[src/rtl/ycpm_pkg.sv]
// Shared types, constants and saturating fixed-point helpers of the yaw cascade PID mixer.
`timescale 1ns / 1ps
package ycpm_pkg;

	// Internal fixed-point word and the formats around it.
	localparam int DATA_W    = 48;
	localparam int EXT_W     = DATA_W + 1;
	localparam int FRAC_BITS = 16;
	localparam int GAIN_W    = 24;
	localparam int GAIN_FRAC = 16;
	localparam int PROD_W    = DATA_W + GAIN_W;
	localparam int MUL_STEPS = GAIN_W;
	localparam int MUL_CNT_W = $clog2(MUL_STEPS + 1);

	// Port field widths.
	localparam int HEAD_W    = 16;
	localparam int IN_FRAC   = 6;
	localparam int IN_SHIFT  = FRAC_BITS - IN_FRAC;
	localparam int MODE_W    = 3;
	localparam int SPEED_W   = 10;
	localparam int CNT_W     = 12;
	localparam int EFF_W     = 13;

	// Configuration register widths.
	localparam int CFG_IDX_W  = 3;
	localparam int CFG_DATA_W = 24;
	localparam int LIMIT_W    = 10;
	localparam int THR_W      = 16;
	localparam int THR_FRAC   = 8;
	localparam int OFS_W      = 8;
	localparam int SLOPE_W    = 16;

	// Register indexes.
	localparam logic [CFG_IDX_W-1:0] REG_OUTER_GAIN   = 3'd0;
	localparam logic [CFG_IDX_W-1:0] REG_INNER_P_GAIN = 3'd1;
	localparam logic [CFG_IDX_W-1:0] REG_I_GAIN_DT    = 3'd2;
	localparam logic [CFG_IDX_W-1:0] REG_D_GAIN_DT    = 3'd3;
	localparam logic [CFG_IDX_W-1:0] REG_INT_LIMIT    = 3'd4;
	localparam logic [CFG_IDX_W-1:0] REG_FF_THRESHOLD = 3'd5;
	localparam logic [CFG_IDX_W-1:0] REG_FF_OFFSET    = 3'd6;
	localparam logic [CFG_IDX_W-1:0] REG_FF_SLOPE     = 3'd7;

	// Register reset values.
	localparam logic [GAIN_W-1:0]  RST_OUTER_GAIN   = 24'd65536;
	localparam logic [GAIN_W-1:0]  RST_INNER_P_GAIN = 24'd65536;
	localparam logic [GAIN_W-1:0]  RST_I_GAIN_DT    = 24'd0;
	localparam logic [GAIN_W-1:0]  RST_D_GAIN_DT    = 24'd0;
	localparam logic [LIMIT_W-1:0] RST_INT_LIMIT    = 10'd30;
	localparam logic [THR_W-1:0]   RST_FF_THRESHOLD = 16'd256;
	localparam logic [OFS_W-1:0]   RST_FF_OFFSET    = 8'd45;
	localparam logic [SLOPE_W-1:0] RST_FF_SLOPE     = 16'd55706;

	// Motion modes; the remaining codes hold the previous thruster counts.
	localparam logic [MODE_W-1:0] MODE_STOP     = 3'd0;
	localparam logic [MODE_W-1:0] MODE_BACKWARD = 3'd1;
	localparam logic [MODE_W-1:0] MODE_FORWARD  = 3'd2;
	localparam logic [MODE_W-1:0] MODE_RIGHT    = 3'd3;
	localparam logic [MODE_W-1:0] MODE_LEFT     = 3'd4;

	// ESC command limits in whole counts.
	localparam logic [CNT_W-1:0] ESC_CENTER  = 12'd1500;
	localparam logic [CNT_W-1:0] ESC_LOWEST  = 12'd1100;
	localparam logic [CNT_W-1:0] ESC_HIGHEST = 12'd1900;

	localparam logic signed [DATA_W-1:0] SAT_MAX = {1'b0, {(DATA_W-1){1'b1}}};
	localparam logic signed [DATA_W-1:0] SAT_MIN = {1'b1, {(DATA_W-1){1'b0}}};

	localparam logic signed [DATA_W-1:0] ESC_CENTER_FIX =
		{{(DATA_W-CNT_W-FRAC_BITS){1'b0}}, ESC_CENTER, {FRAC_BITS{1'b0}}};
	localparam logic signed [DATA_W-1:0] ESC_LO_FIX =
		{{(DATA_W-CNT_W-FRAC_BITS){1'b0}}, ESC_LOWEST, {FRAC_BITS{1'b0}}};
	localparam logic signed [DATA_W-1:0] ESC_HI_FIX =
		{{(DATA_W-CNT_W-FRAC_BITS){1'b0}}, ESC_HIGHEST, {FRAC_BITS{1'b0}}};

	typedef struct packed {
		logic [GAIN_W-1:0]  outer_gain;
		logic [GAIN_W-1:0]  inner_p_gain;
		logic [GAIN_W-1:0]  i_gain_dt;
		logic [GAIN_W-1:0]  d_gain_per_dt;
		logic [LIMIT_W-1:0] integrator_limit;
		logic [THR_W-1:0]   ff_threshold;
		logic [OFS_W-1:0]   ff_offset;
		logic [SLOPE_W-1:0] ff_slope;
	} cfg_t;

	// Saturate a value one bit wider than the internal word.
	function automatic logic signed [DATA_W-1:0] sat_wide(input logic signed [EXT_W-1:0] v);
		logic signed [DATA_W-1:0] r;
		if (v[EXT_W-1] != v[DATA_W-1]) begin
			r = v[EXT_W-1] ? SAT_MIN : SAT_MAX;
		end else begin
			r = v[DATA_W-1:0];
		end
		return r;
	endfunction

	function automatic logic signed [DATA_W-1:0] sat_add(input logic signed [DATA_W-1:0] a,
			input logic signed [DATA_W-1:0] b);
		logic [EXT_W-1:0] s;
		s = {a[DATA_W-1], a} + {b[DATA_W-1], b};
		return sat_wide(s);
	endfunction

	function automatic logic signed [DATA_W-1:0] sat_sub(input logic signed [DATA_W-1:0] a,
			input logic signed [DATA_W-1:0] b);
		logic [EXT_W-1:0] s;
		s = {a[DATA_W-1], a} - {b[DATA_W-1], b};
		return sat_wide(s);
	endfunction

	// Clamp a fixed-point count to the ESC range, truncating to whole counts.
	function automatic logic [CNT_W-1:0] esc_clamp(input logic signed [DATA_W-1:0] v);
		logic [CNT_W-1:0] c;
		if (v < ESC_LO_FIX) begin
			c = ESC_LOWEST;
		end else if (v > ESC_HI_FIX) begin
			c = ESC_HIGHEST;
		end else begin
			c = v[FRAC_BITS +: CNT_W];
		end
		return c;
	endfunction

endpackage

[src/rtl/ycpm_cfg_regs.sv]
// Configuration register file of the yaw cascade PID mixer.
`timescale 1ns / 1ps
module ycpm_cfg_regs import ycpm_pkg::*; (
	input  logic                  clk,
	input  logic                  arst_n,
	input  logic                  cfg_we,
	input  logic [CFG_IDX_W-1:0]  cfg_index,
	input  logic [CFG_DATA_W-1:0] cfg_data,
	output cfg_t                  cfg
);

	cfg_t cfg_q;

	always_ff @(posedge clk or negedge arst_n) begin
		if (!arst_n) begin
			cfg_q.outer_gain       <= RST_OUTER_GAIN;
			cfg_q.inner_p_gain     <= RST_INNER_P_GAIN;
			cfg_q.i_gain_dt        <= RST_I_GAIN_DT;
			cfg_q.d_gain_per_dt    <= RST_D_GAIN_DT;
			cfg_q.integrator_limit <= RST_INT_LIMIT;
			cfg_q.ff_threshold     <= RST_FF_THRESHOLD;
			cfg_q.ff_offset        <= RST_FF_OFFSET;
			cfg_q.ff_slope         <= RST_FF_SLOPE;
		end else if (cfg_we) begin
			unique case (cfg_index)
				REG_OUTER_GAIN:   cfg_q.outer_gain       <= cfg_data[GAIN_W-1:0];
				REG_INNER_P_GAIN: cfg_q.inner_p_gain     <= cfg_data[GAIN_W-1:0];
				REG_I_GAIN_DT:    cfg_q.i_gain_dt        <= cfg_data[GAIN_W-1:0];
				REG_D_GAIN_DT:    cfg_q.d_gain_per_dt    <= cfg_data[GAIN_W-1:0];
				REG_INT_LIMIT:    cfg_q.integrator_limit <= cfg_data[LIMIT_W-1:0];
				REG_FF_THRESHOLD: cfg_q.ff_threshold     <= cfg_data[THR_W-1:0];
				REG_FF_OFFSET:    cfg_q.ff_offset        <= cfg_data[OFS_W-1:0];
				REG_FF_SLOPE:     cfg_q.ff_slope         <= cfg_data[SLOPE_W-1:0];
			endcase
		end
	end

	assign cfg = cfg_q;

endmodule

[src/rtl/ycpm_serial_mul.sv]
// Bit-serial signed-by-unsigned gain multiplier with truncation toward zero and saturation.
`timescale 1ns / 1ps
module ycpm_serial_mul import ycpm_pkg::*; (
	input  logic                     clk,
	input  logic                     arst_n,
	input  logic                     start,
	input  logic signed [EXT_W-1:0]  operand,
	input  logic [GAIN_W-1:0]        gain,
	output logic signed [DATA_W-1:0] product,
	output logic                     done
);

	localparam int SCALED_W = PROD_W - GAIN_FRAC;

	logic                     busy_q;
	logic                     fin_q;
	logic                     done_q;
	logic                     neg_q;
	logic [MUL_CNT_W-1:0]     cnt_q;
	logic [DATA_W-1:0]        mag_q;
	logic [GAIN_W-1:0]        gain_q;
	logic [PROD_W-1:0]        prod_q;
	logic signed [DATA_W-1:0] product_q;

	logic [EXT_W-1:0]    op_abs;
	logic [EXT_W-1:0]    step_sum;
	logic [SCALED_W-1:0] scaled;
	logic                over;

	always_comb begin
		op_abs   = operand[EXT_W-1] ? EXT_W'(-operand) : operand;
		// One gain bit per cycle: add the magnitude into the top and shift right.
		step_sum = {1'b0, prod_q[PROD_W-1:GAIN_W]} + (gain_q[0] ? {1'b0, mag_q} : '0);
		scaled   = prod_q[PROD_W-1:GAIN_FRAC];
		over     = |scaled[SCALED_W-1:DATA_W-1];
	end

	always_ff @(posedge clk or negedge arst_n) begin
		if (!arst_n) begin
			busy_q    <= 1'b0;
			fin_q     <= 1'b0;
			done_q    <= 1'b0;
			neg_q     <= 1'b0;
			cnt_q     <= '0;
			mag_q     <= '0;
			gain_q    <= '0;
			prod_q    <= '0;
			product_q <= '0;
		end else begin
			done_q <= 1'b0;
			if (start) begin
				mag_q  <= op_abs[DATA_W-1:0];
				neg_q  <= operand[EXT_W-1];
				gain_q <= gain;
				prod_q <= '0;
				cnt_q  <= '0;
				busy_q <= 1'b1;
			end else if (busy_q) begin
				prod_q <= {step_sum, prod_q[GAIN_W-1:1]};
				gain_q <= gain_q >> 1;
				cnt_q  <= cnt_q + 1'b1;
				if (cnt_q == MUL_CNT_W'(MUL_STEPS - 1)) begin
					busy_q <= 1'b0;
					fin_q  <= 1'b1;
				end
			end else if (fin_q) begin
				fin_q  <= 1'b0;
				done_q <= 1'b1;
				if (over) begin
					product_q <= neg_q ? SAT_MIN : SAT_MAX;
				end else begin
					product_q <= neg_q ? -scaled[DATA_W-1:0] : scaled[DATA_W-1:0];
				end
			end
		end
	end

	assign product = product_q;
	assign done    = done_q;

endmodule

[src/rtl/ycpm_mixer.sv]
// Two-stage thruster mixer with ESC clamping, held counts and effort count output.
`timescale 1ns / 1ps
module ycpm_mixer import ycpm_pkg::*; (
	input  logic                    clk,
	input  logic                    arst_n,
	input  logic                    go,
	input  logic                    eff_neg,
	input  logic [DATA_W-1:0]       eff_mag,
	input  logic [MODE_W-1:0]       mode,
	input  logic [SPEED_W-1:0]      speed,
	output logic [CNT_W-1:0]        held_a,
	output logic [CNT_W-1:0]        held_b,
	output logic [CNT_W-1:0]        held_c,
	output logic signed [EFF_W-1:0] eff_counts,
	output logic                    done
);

	localparam int Q_W = DATA_W - FRAC_BITS;
	localparam logic [Q_W-1:0] POS_LIMIT = Q_W'(2 ** (EFF_W - 1) - 1);
	localparam logic [Q_W-1:0] NEG_LIMIT = Q_W'(2 ** (EFF_W - 1));
	localparam logic signed [EFF_W-1:0] EFF_MAX = {1'b0, {(EFF_W-1){1'b1}}};
	localparam logic signed [EFF_W-1:0] EFF_MIN = {1'b1, {(EFF_W-1){1'b0}}};

	logic                     valid_s1;
	logic signed [DATA_W-1:0] base_s1;
	logic [MODE_W-1:0]        mode_s1;
	logic [SPEED_W-1:0]       speed_s1;
	logic signed [EFF_W-1:0]  eff_counts_s1;
	logic [CNT_W-1:0]         held_a_q;
	logic [CNT_W-1:0]         held_b_q;
	logic [CNT_W-1:0]         held_c_q;
	logic                     done_q;

	logic signed [DATA_W-1:0] base;
	logic [Q_W-1:0]           q;
	logic signed [EFF_W-1:0]  counts;
	logic signed [DATA_W-1:0] sp_fix;
	logic signed [DATA_W-1:0] base_up;
	logic signed [DATA_W-1:0] base_dn;
	logic signed [DATA_W-1:0] ctr_up;
	logic signed [DATA_W-1:0] ctr_dn;

	// Stage one: thruster base from the signed effort, and the effort in whole counts.
	always_comb begin
		base = eff_neg ? sat_add(ESC_CENTER_FIX, eff_mag) : sat_sub(ESC_CENTER_FIX, eff_mag);
		q    = eff_mag[DATA_W-1:FRAC_BITS];
		if (!eff_neg) begin
			counts = (q > POS_LIMIT) ? EFF_MAX : q[EFF_W-1:0];
		end else begin
			counts = (q > NEG_LIMIT) ? EFF_MIN : -q[EFF_W-1:0];
		end
	end

	// Stage two: translation offsets.
	always_comb begin
		sp_fix  = {{(DATA_W-SPEED_W-FRAC_BITS){1'b0}}, speed_s1, {FRAC_BITS{1'b0}}};
		base_up = sat_add(base_s1, sp_fix);
		base_dn = sat_sub(base_s1, sp_fix);
		ctr_up  = ESC_CENTER_FIX + sp_fix;
		ctr_dn  = ESC_CENTER_FIX - sp_fix;
	end

	always_ff @(posedge clk or negedge arst_n) begin
		if (!arst_n) begin
			valid_s1      <= 1'b0;
			base_s1       <= '0;
			mode_s1       <= '0;
			speed_s1      <= '0;
			eff_counts_s1 <= '0;
			held_a_q      <= ESC_CENTER;
			held_b_q      <= ESC_CENTER;
			held_c_q      <= ESC_CENTER;
			done_q        <= 1'b0;
		end else begin
			valid_s1 <= go;
			done_q   <= valid_s1;
			if (go) begin
				base_s1       <= base;
				mode_s1       <= mode;
				speed_s1      <= speed;
				eff_counts_s1 <= counts;
			end
			if (valid_s1) begin
				unique case (mode_s1)
					MODE_STOP: begin
						held_a_q <= esc_clamp(ESC_CENTER_FIX);
						held_b_q <= esc_clamp(base_s1);
						held_c_q <= esc_clamp(base_s1);
					end
					MODE_BACKWARD: begin
						held_a_q <= esc_clamp(ctr_dn);
						held_b_q <= esc_clamp(base_s1);
						held_c_q <= esc_clamp(base_dn);
					end
					MODE_FORWARD: begin
						held_a_q <= esc_clamp(ctr_up);
						held_b_q <= esc_clamp(base_s1);
						held_c_q <= esc_clamp(base_up);
					end
					MODE_RIGHT: begin
						held_a_q <= esc_clamp(ctr_dn);
						held_b_q <= esc_clamp(base_dn);
						held_c_q <= esc_clamp(base_s1);
					end
					MODE_LEFT: begin
						held_a_q <= esc_clamp(ctr_up);
						held_b_q <= esc_clamp(base_up);
						held_c_q <= esc_clamp(base_s1);
					end
					default: begin
						held_a_q <= held_a_q;
						held_b_q <= held_b_q;
						held_c_q <= held_c_q;
					end
				endcase
			end
		end
	end

	assign held_a     = held_a_q;
	assign held_b     = held_b_q;
	assign held_c     = held_c_q;
	assign eff_counts = eff_counts_s1;
	assign done       = done_q;

endmodule

[src/rtl/yaw_cascade_pid_mixer.sv]
// Top level of the yaw cascade PID controller with deadband compensation and thruster mixer.
// All five gain products run one after another on one bit-serial multiplier, each with a
// load and a final scaling step; the last is skipped when the effort falls inside the deadband.
// A new input is taken only once the sequencer has handed the previous result on.
// A new input is taken while a finished result still waits in the output register.
// Reset clears the integrator and previous rate error, sets held counts to ESC neutral.
`timescale 1ns / 1ps
module yaw_cascade_pid_mixer import ycpm_pkg::*; (
	input  logic                     clk,
	input  logic                     arst_n,
	// Configuration write port.
	input  logic                     cfg_we,
	input  logic [CFG_IDX_W-1:0]     cfg_index,
	input  logic [CFG_DATA_W-1:0]    cfg_data,
	// Input channel.
	input  logic                     in_valid,
	output logic                     in_stall,
	input  logic signed [HEAD_W-1:0] target_heading,
	input  logic signed [HEAD_W-1:0] measured_heading,
	input  logic signed [HEAD_W-1:0] heading_rate,
	input  logic [MODE_W-1:0]        motion_mode,
	input  logic [SPEED_W-1:0]       travel_speed,
	// Output channel.
	output logic                     out_valid,
	input  logic                     out_stall,
	output logic [CNT_W-1:0]         thruster_a,
	output logic [CNT_W-1:0]         thruster_b,
	output logic [CNT_W-1:0]         thruster_c,
	output logic signed [EFF_W-1:0]  yaw_effort
);

	// The sequencer walks through the controller one product at a time. Each product has a
	// GO state that loads the multiplier and a WAIT state that folds the product into the
	// loop state once the multiplier reports done.
	typedef enum logic [3:0] {
		ST_IDLE,
		ST_OUTER_GO,
		ST_OUTER_WAIT,
		ST_P_GO,
		ST_P_WAIT,
		ST_D_GO,
		ST_D_WAIT,
		ST_I_GO,
		ST_I_WAIT,
		ST_EFF,
		ST_ABS,
		ST_FF_GO,
		ST_FF_WAIT,
		ST_MIX,
		ST_MIX_WAIT,
		ST_OUT
	} state_t;

	cfg_t cfg;

	state_t                   state_q;
	logic signed [HEAD_W-1:0] tgt_q;
	logic signed [HEAD_W-1:0] meas_q;
	logic signed [HEAD_W-1:0] rate_q;
	logic [MODE_W-1:0]        mode_q;
	logic [SPEED_W-1:0]       speed_q;

	// Loop state that survives from tick to tick.
	logic signed [DATA_W-1:0] integ_q;
	logic signed [DATA_W-1:0] prev_q;

	// Intermediate values of the current tick.
	logic signed [DATA_W-1:0] err_q;
	logic signed [DATA_W-1:0] p_q;
	logic signed [DATA_W-1:0] d_in_q;
	logic signed [DATA_W-1:0] pd_q;
	logic signed [DATA_W-1:0] effort_q;
	logic                     eff_neg_q;
	logic [DATA_W-1:0]        eff_mag_q;

	// Output register; it parts the output channel from the sequencer.
	logic                     out_valid_q;
	logic [CNT_W-1:0]         thruster_a_q;
	logic [CNT_W-1:0]         thruster_b_q;
	logic [CNT_W-1:0]         thruster_c_q;
	logic signed [EFF_W-1:0]  yaw_effort_q;

	logic                     mul_start;
	logic signed [EXT_W-1:0]  mul_operand;
	logic [GAIN_W-1:0]        mul_gain;
	logic signed [DATA_W-1:0] mul_product;
	logic                     mul_done;

	logic                     mix_go;
	logic [CNT_W-1:0]         mix_a;
	logic [CNT_W-1:0]         mix_b;
	logic [CNT_W-1:0]         mix_c;
	logic signed [EFF_W-1:0]  mix_eff;
	logic                     mix_done;

	logic signed [HEAD_W:0]   ang_diff;
	logic signed [EXT_W-1:0]  ang_op;
	logic signed [DATA_W-1:0] rate_fix;
	logic signed [DATA_W-1:0] lim_fix;
	logic signed [DATA_W-1:0] lim_neg;
	logic signed [DATA_W-1:0] integ_sum;
	logic signed [DATA_W-1:0] integ_next;
	logic [DATA_W-1:0]        thr_fix;
	logic signed [DATA_W-1:0] ofs_fix;
	logic signed [DATA_W-1:0] ff_m;
	logic                     deadband;

	ycpm_cfg_regs u_cfg (
		.clk       (clk),
		.arst_n    (arst_n),
		.cfg_we    (cfg_we),
		.cfg_index (cfg_index),
		.cfg_data  (cfg_data),
		.cfg       (cfg)
	);

	ycpm_serial_mul u_mul (
		.clk     (clk),
		.arst_n  (arst_n),
		.start   (mul_start),
		.operand (mul_operand),
		.gain    (mul_gain),
		.product (mul_product),
		.done    (mul_done)
	);

	ycpm_mixer u_mix (
		.clk        (clk),
		.arst_n     (arst_n),
		.go         (mix_go),
		.eff_neg    (eff_neg_q),
		.eff_mag    (eff_mag_q),
		.mode       (mode_q),
		.speed      (speed_q),
		.held_a     (mix_a),
		.held_b     (mix_b),
		.held_c     (mix_c),
		.eff_counts (mix_eff),
		.done       (mix_done)
	);

	// Fixed-point views of the inputs and registers. Headings and rate arrive with six
	// fraction bits and are shifted up to the internal format.
	always_comb begin
		ang_diff = {tgt_q[HEAD_W-1], tgt_q} - {meas_q[HEAD_W-1], meas_q};
		ang_op   = {{(EXT_W-HEAD_W-1-IN_SHIFT){ang_diff[HEAD_W]}}, ang_diff, {IN_SHIFT{1'b0}}};
		rate_fix = {{(DATA_W-HEAD_W-IN_SHIFT){rate_q[HEAD_W-1]}}, rate_q, {IN_SHIFT{1'b0}}};
		lim_fix  = {{(DATA_W-LIMIT_W-FRAC_BITS){1'b0}}, cfg.integrator_limit,
			{FRAC_BITS{1'b0}}};
		lim_neg  = -lim_fix;
		thr_fix  = {{(DATA_W-THR_W-(FRAC_BITS-THR_FRAC)){1'b0}}, cfg.ff_threshold,
			{(FRAC_BITS-THR_FRAC){1'b0}}};
		ofs_fix  = {{(DATA_W-OFS_W-FRAC_BITS){1'b0}}, cfg.ff_offset, {FRAC_BITS{1'b0}}};
		deadband = eff_mag_q < thr_fix;
		ff_m     = sat_add(ofs_fix, mul_product);
	end

	// The integrator is clamped symmetrically to the configured limit after each update.
	always_comb begin
		integ_sum = sat_add(integ_q, mul_product);
		if (integ_sum < lim_neg) begin
			integ_next = lim_neg;
		end else if (integ_sum > lim_fix) begin
			integ_next = lim_fix;
		end else begin
			integ_next = integ_sum;
		end
	end

	// Operand selection for the shared multiplier. The deadband compensation product is
	// skipped entirely when the effort magnitude stays below the threshold.
	always_comb begin
		mul_start   = 1'b0;
		mul_operand = ang_op;
		mul_gain    = cfg.outer_gain;
		unique case (state_q)
			ST_OUTER_GO: begin
				mul_start   = 1'b1;
				mul_operand = ang_op;
				mul_gain    = cfg.outer_gain;
			end
			ST_P_GO: begin
				mul_start   = 1'b1;
				mul_operand = {err_q[DATA_W-1], err_q};
				mul_gain    = cfg.inner_p_gain;
			end
			ST_D_GO: begin
				mul_start   = 1'b1;
				mul_operand = {d_in_q[DATA_W-1], d_in_q};
				mul_gain    = cfg.d_gain_per_dt;
			end
			ST_I_GO: begin
				mul_start   = 1'b1;
				mul_operand = {err_q[DATA_W-1], err_q};
				mul_gain    = cfg.i_gain_dt;
			end
			ST_FF_GO: begin
				mul_start   = !deadband;
				mul_operand = {1'b0, eff_mag_q};
				mul_gain    = {{(GAIN_W-SLOPE_W){1'b0}}, cfg.ff_slope};
			end
			default: begin
				mul_start = 1'b0;
			end
		endcase
	end

	assign mix_go   = (state_q == ST_MIX);
	assign in_stall = (state_q != ST_IDLE);

	always_ff @(posedge clk or negedge arst_n) begin
		if (!arst_n) begin
			state_q      <= ST_IDLE;
			tgt_q        <= '0;
			meas_q       <= '0;
			rate_q       <= '0;
			mode_q       <= '0;
			speed_q      <= '0;
			integ_q      <= '0;
			prev_q       <= '0;
			err_q        <= '0;
			p_q          <= '0;
			d_in_q       <= '0;
			pd_q         <= '0;
			effort_q     <= '0;
			eff_neg_q    <= 1'b0;
			eff_mag_q    <= '0;
			out_valid_q  <= 1'b0;
			thruster_a_q <= ESC_CENTER;
			thruster_b_q <= ESC_CENTER;
			thruster_c_q <= ESC_CENTER;
			yaw_effort_q <= '0;
		end else begin
			// A waiting result leaves on its transfer; in ST_OUT the load below takes its
			// place in the same cycle.
			if (out_valid_q && !out_stall && state_q != ST_OUT) begin
				out_valid_q <= 1'b0;
			end
			unique case (state_q)
				ST_IDLE: begin
					if (in_valid) begin
						tgt_q   <= target_heading;
						meas_q  <= measured_heading;
						rate_q  <= heading_rate;
						mode_q  <= motion_mode;
						speed_q <= travel_speed;
						state_q <= ST_OUTER_GO;
					end
				end
				ST_OUTER_GO: state_q <= ST_OUTER_WAIT;
				ST_OUTER_WAIT: begin
					// Rate error: the rate target from the angle loop minus the measured rate.
					if (mul_done) begin
						err_q   <= sat_sub(mul_product, rate_fix);
						state_q <= ST_P_GO;
					end
				end
				ST_P_GO: state_q <= ST_P_WAIT;
				ST_P_WAIT: begin
					// The derivative acts on the change of rate error since the last tick.
					if (mul_done) begin
						p_q     <= mul_product;
						d_in_q  <= sat_sub(err_q, prev_q);
						prev_q  <= err_q;
						state_q <= ST_D_GO;
					end
				end
				ST_D_GO: state_q <= ST_D_WAIT;
				ST_D_WAIT: begin
					if (mul_done) begin
						pd_q    <= sat_add(p_q, mul_product);
						state_q <= ST_I_GO;
					end
				end
				ST_I_GO: state_q <= ST_I_WAIT;
				ST_I_WAIT: begin
					if (mul_done) begin
						integ_q <= integ_next;
						state_q <= ST_EFF;
					end
				end
				ST_EFF: begin
					effort_q <= sat_add(pd_q, integ_q);
					state_q  <= ST_ABS;
				end
				ST_ABS: begin
					// Sign and magnitude travel apart from here on; the magnitude of the
					// most negative value still fits the unsigned word.
					eff_neg_q <= effort_q[DATA_W-1];
					eff_mag_q <= effort_q[DATA_W-1] ? -effort_q : effort_q;
					state_q   <= ST_FF_GO;
				end
				ST_FF_GO: begin
					if (deadband) begin
						eff_mag_q <= '0;
						state_q   <= ST_MIX;
					end else begin
						state_q <= ST_FF_WAIT;
					end
				end
				ST_FF_WAIT: begin
					// Compensated magnitude: fixed ESC offset plus slope times magnitude.
					if (mul_done) begin
						eff_mag_q <= ff_m;
						state_q   <= ST_MIX;
					end
				end
				ST_MIX: state_q <= ST_MIX_WAIT;
				ST_MIX_WAIT: begin
					if (mix_done) begin
						state_q <= ST_OUT;
					end
				end
				ST_OUT: begin
					// Load the result once the output register is empty or being drained.
					if (!out_valid_q || !out_stall) begin
						thruster_a_q <= mix_a;
						thruster_b_q <= mix_b;
						thruster_c_q <= mix_c;
						yaw_effort_q <= mix_eff;
						out_valid_q  <= 1'b1;
						state_q      <= ST_IDLE;
					end
				end
			endcase
		end
	end

	assign out_valid  = out_valid_q;
	assign thruster_a = thruster_a_q;
	assign thruster_b = thruster_b_q;
	assign thruster_c = thruster_c_q;
	assign yaw_effort = yaw_effort_q;

endmodule

[config.mk]
export PLATFORM = sky130hd
export DESIGN_NAME = yaw_cascade_pid_mixer
export DESIGN_NICKNAME = d
export VERILOG_FILES = /design/src/rtl/ycpm_pkg.sv /design/src/rtl/ycpm_cfg_regs.sv /design/src/rtl/ycpm_serial_mul.sv /design/src/rtl/ycpm_mixer.sv /design/src/rtl/yaw_cascade_pid_mixer.sv
export SDC_FILE = /design/constraint.sdc
export NUM_CORES = 2
export LEC_CHECK = 0
export BUFFER_PORTS_ARGS = -buffer_cell sky130_fd_sc_hd__buf_2
export CAP_MARGIN = 30
export CORE_MARGIN = 5
export CORE_UTILIZATION = 58
export CTS_BUF_LIST = sky130_fd_sc_hd__clkbuf_16
export CTS_CLUSTER_SIZE = 30
export DETAILED_ROUTE_END_ITERATION = 16
export MAX_ROUTING_LAYER = met4
export PLACE_DENSITY = 0.78
export SLEW_MARGIN = 20
export SYNTH_ARGS = -nofsm -noshare
export SYNTH_HDL_FRONTEND = slang
export SYNTH_SLANG_ARGS = --single-unit
[constraint.sdc]
create_clock -name clk -period 4.88 [get_ports clk]
set_input_delay 0.976 -clock clk [delete_from_list [all_inputs] [get_ports clk]]
set_output_delay 0.976 -clock clk [all_outputs]
set_load 0.005 [all_outputs]
==> results.md <==
Route:
- The via-per-instance ratio is 6.467.
- The number of routed nets with antenna violations is 0.
- The remaining design rule violation count is 0.
- The via count is between 60k and 70k.
- The first routing iteration left 6964 violations.
- The average wire per cell in the routed design is ~24 um.
- The first detailed-routing pass took 9 iterations.
- The final layout contains routed wiring with a total length of ~240000 um.

Die:
- The height of the die is approximately 350 um.
- After floorplanning, the core was divided into 125 placement rows.
- The width of the die is 350.7 um.
- The boundary pin count is 144.
- The core region is 115700 um2.
- For this configuration, the core starts out at a cell density of 58.18%.
- The die outline area is between 100000 and 150000 um2.

Yosys:
- The primary flip-flop cell chosen by synthesis mapping is dfrtp_1.
- After synthesis the cells add up to 67330 um2.
- After synthesis, the share of flip-flops with an asynchronous set or reset is between 90% and 100%.
- The synthesized area per cell is between 8 and 9 um2.
- The number of warning messages in the yosys log is 0.
- The count of cell types in the netlist is 109.
- For this run, the register share of the synthesized area comes to 35.16%.
- The post-synthesis cell count is 7796.
- The synthesized design contains approximately 940 register bits.
- The number of enable-type register cells in the synthesized netlist is 0.
- The synthesized net count is about 8.3k.

Clocking:
- TritonCTS built the clock tree.
- The tree is rooted in a clkbuf_16.
- For this design, the sink count on the clock tree is 943.
- After clock tree synthesis, the clock-pin slew on the worst setup and hold paths is 0.07 ns.
- Clock tree synthesis inserted a total of about 110 buffers.
- The depth of the CTS H-tree is 3.
- The number of buffers inserted by hold repair at cts is 0.
- The longest clock path from root to sink contains 3 buffers.
- The worst-skew pair later-pin latency is 0.79 ns.

Min path:
- The class of the worst hold path is primary input to asynchronous set/reset pin.

STA:
- The count of endpoints failing hold in the final timing report is 0.
- The max-slew headroom at the worst pin is between 30 and 40%.
- The clock period minus final worst setup slack is about 5.4 ns.
- At the pin with the least slew margin, the transition time is 0.9993 ns.
- Setup repair after global routing could not meet its margin everywhere.
- The fmax is 185.0 MHz.
- Of the available clock period, the critical path in the final layout requires 110.8%.
- The post-route clock skew is 0.07334 ns.
- Across all hold checks on the routed design, the worst slack comes to around 0.32 ns.
- After layout, the worst setup slack is -0.5266 ns.
- The total of endpoints with negative setup slack in the final report is 48.
- The number of slew-limit violations in the final report was 0.

Power:
- Summed over all cells, the static leakage comes to 37.11 nW.
- The sum of internal, switching and leakage power is ~0.043 W.
- Dividing total power by cell area gives a power density of 543.1 nW/um2.
- Summed over all nets, the switching power comes to 0.01920 W.
- Internal power comes to 0.02386 W.
- The proportion of power drawn by flip-flops and latches is 26.8%.
- The share of total power in combinational logic is 52.8%.
- Of the total power, the share spent switching nets is 44.59%.
- The clock network accounts for 20.4% of the total power.
- Across the VDD grid, the largest voltage drop is 0.4773 mV.

Place:
- After legalization and detailed placement, the total HPWL measured 181500 um.
- The standard cell area after detailed placement is around 74000 um2.
- Input and output buffers added on the ports amount to 143.
- The global placement routability congestion is 1.070.

Global routing:
- Global routing consumed, on the met3 layer, a little under a tenth of the routing resources.
- Global routing consumed, on the met2 layer, between 50% and 60% of the routing resources.
- The wire length of the first global-routing pass is 364900 um.
- The most used routing layer is met2.
- The met1 track demand over resource is 50.17%.
- The global route total overflow is 0.
- The number of global-route vias before repair is 60.87k.
- Entering global routing, the biggest net connects 104 pins.
- The number of antenna violations at the first check in global routing is 13.
- Global routing consumed, over all layers together, between 30% and 40% of the routing resources.

Finish:
- The leading cell type in the layout, fill and taps excluded is dfrtp_1.
- The share of the core filled with cells in the final layout is 68.49%.
- The library cells used most frequently in the layout, excluding fill and tap cells, are dfrtp_1 (876), nand2_1 (857), buf_4 (672), o21ai_0 (614), nor2_1 (568).
- Relative to the synthesized area, the layout overhead comes to 17.73%.
- The share of layout cells above drive strength 1 is 20.73%.
- After the last flow step, the layout net total stands at between 8k and 9k.
- With fillers left out, the area of the finished cells amounts to 79270 um2.

Critical path:
- The reg-to-reg startpoint is u_mul.product[5]$_DFFE_PN0P_.
- STA classifies the critical path endpoint as a register.
- The capture point of the worst reg-to-reg path is integ_q[2]$_DFFE_PN0P_.
- The delay of the slowest cell on the worst path is 0.58 ns.
- The cell family contributing the most delay on the critical path is compound AO/OA/AOI/OAI gates.
- The data arrival time of the critical path is a little over 6 ns.
- The largest individual stage delay along the critical path comes from the cell a2111o_1.
- Data on the critical path is required at its endpoint by 5.54 ns.
- The critical path contains buffers and inverters numbering 4 combined.
- For the worst flop-to-flop path, the logic depth is 23.
- Of all nets on the critical path, the largest fanout is 6.
- Across all register-to-register paths, the minimum setup slack is -0.53 ns.
- The critical path goes through ha_4 > o211ai_1 > o211ai_1 > nand4_1 > a2111o_1 > buf_6 > buf_4 > a31oi_1 > xnor2_1 > nor2_1 > nor2_1 > a21oi_1 > ha_1 > nand4_1 > nor4_4 > nand2_1 > a31o_2 > and2_4 > a211o_1 > buf_6 > o21ba_4 > buf_12 > o31ai_4.
- The critical path runs through a total of 23 cells.
- The kind of critical path is register to register.
- The worst setup path is launched from a register.

Outcome:
- The final reports fail on setup timing.
- The run finished, with violations left.

Job:
- The number of max-cap violations is 0.
-- cells in the mapped netlist (all sizes together) (60+ instances only) --
cell / instances / area share [%]
xor2: 162 / 2.1
nor4: 67 / 0.70
o21ai: 667 / 5.0
maj3: 88 / 1.3
xnor2: 282 / 3.7
o21a: 60 / 0.67
a31oi: 112 / 1.0
nor3: 162 / 1.2
mux2: 355 / 5.9
nand2: 865 / 4.8
a211oi: 67 / 0.76
a21o: 229 / 2.6
clkbuf: 387 / 2.2
dfstp: 62 / 2.4
a21oi: 603 / 4.5
and2: 91 / 0.85
nor2b: 90 / 0.84
o31ai: 86 / 0.96
nor2: 580 / 3.2
dfrtp: 881 / 33
nand2b: 75 / 0.70
ha: 398 / 7.4
or3: 74 / 0.72
nand3: 159 / 1.2
inv: 269 / 1.5
nand4: 76 / 0.71
-- layer usage --
layer  vias up  routed length [um]
met1     31190               96910
li1      29300                   -
met2      3106              107100
met5         -                   0
met4         0               15490
met3       694               23850
-- flip-flops by register name, indices dropped and copies added (netlist names), 13 cells and up --
name,count
u_mul.product,48
p_q,48
rate_q,16
yaw_effort,13
eff_mag_q,48
tgt_q,16
meas_q,16
err_q,48
u_mul.mag_q,48
pd_q,48
u_mul.gain_q,24
prev_q,48
integ_q,48
u_mix.eff_counts,13
effort_q,48
u_mix.base_s1,48
u_cfg.cfg,146
u_mul.prod_q,56
d_in_q,48
-- worst max path at each step --
stage          slack (ns)                 endpoint                           from
3_3_place_gp        -0.66  integ_q[40]$_DFFE_PN0P_         integ_q[1]$_DFFE_PN0P_
5_1_grt             -0.69   integ_q[2]$_DFFE_PN0P_   u_mul.product[2]$_DFFE_PN0P_
3_5_place_dp        -0.86  integ_q[43]$_DFFE_PN0P_         integ_q[1]$_DFFE_PN0P_
6_report            -0.53   integ_q[2]$_DFFE_PN0P_   u_mul.product[5]$_DFFE_PN0P_
2_1_floorplan       -0.08  integ_q[11]$_DFFE_PN0P_  u_mul.product[22]$_DFFE_PN0P_
4_1_cts             -0.37  integ_q[39]$_DFFE_PN0P_   u_mul.product[5]$_DFFE_PN0P_
-- cells by family (layout without fill, tap and decap cells) --
kind of cell	after synthesis	count (layout)	synth area share [%]
compound gates	2338	2338	21.88
flops	943	943	35.16
fa+ha+maj	496	496	9.001
mux	411	411	6.769
buf+inv	715	1326	4.075
other cells	0	11	0
xor+xnor	444	444	5.775
simple gates	2449	2449	17.34
-- cell type report --
type	instances	area (um2)
Tap cell	1524	1907
Sequential cell	943	23680
Clock buffer	105	2628
Timing Repair Buffer	860	6486
Multi-Input combinational cell	6138	42340
Clock inverter	90	1181
Antenna cell	11	27.53
Inverter	271	1020
Fill cell	9282	36470
-- power by group through the flow --
| stage | registers (W) | clock network (W) | logic [W] |
|---|---|---|---|
| floorplan | 0.0109 | 0 | 0.0144 |
| global placement | 0.0115 | 0 | 0.0207 |
| detailed placement | 0.0116 | 0 | 0.0210 |
| CTS | 0.0115 | 0.00887 | 0.0218 |
| global route | 0.0117 | 0.00918 | 0.0244 |
| finish | 0.0115 | 0.00879 | 0.0227 |
-- what timing repair did --
item                                    4_1_cts  5_1_grt
endpoints found under the setup margin       67       92
setup buffers                                37       34
pin swaps                                    67       70
cloned                                        4        1
gates resized for setup                     168       94
-- through the flow --
step,TNS [ns],worst slack [ns],std cells
after detailed placement,-37.01,-0.8587,9659
after global placement,-28.02,-0.6578,9657
after floorplan,-0.6174,-0.07591,7796
after global routing,-28.45,-0.6854,9940
after CTS,-12.46,-0.3723,9895
final,-19.30,-0.5266,9942
Power figures use the tool's default switching activity.
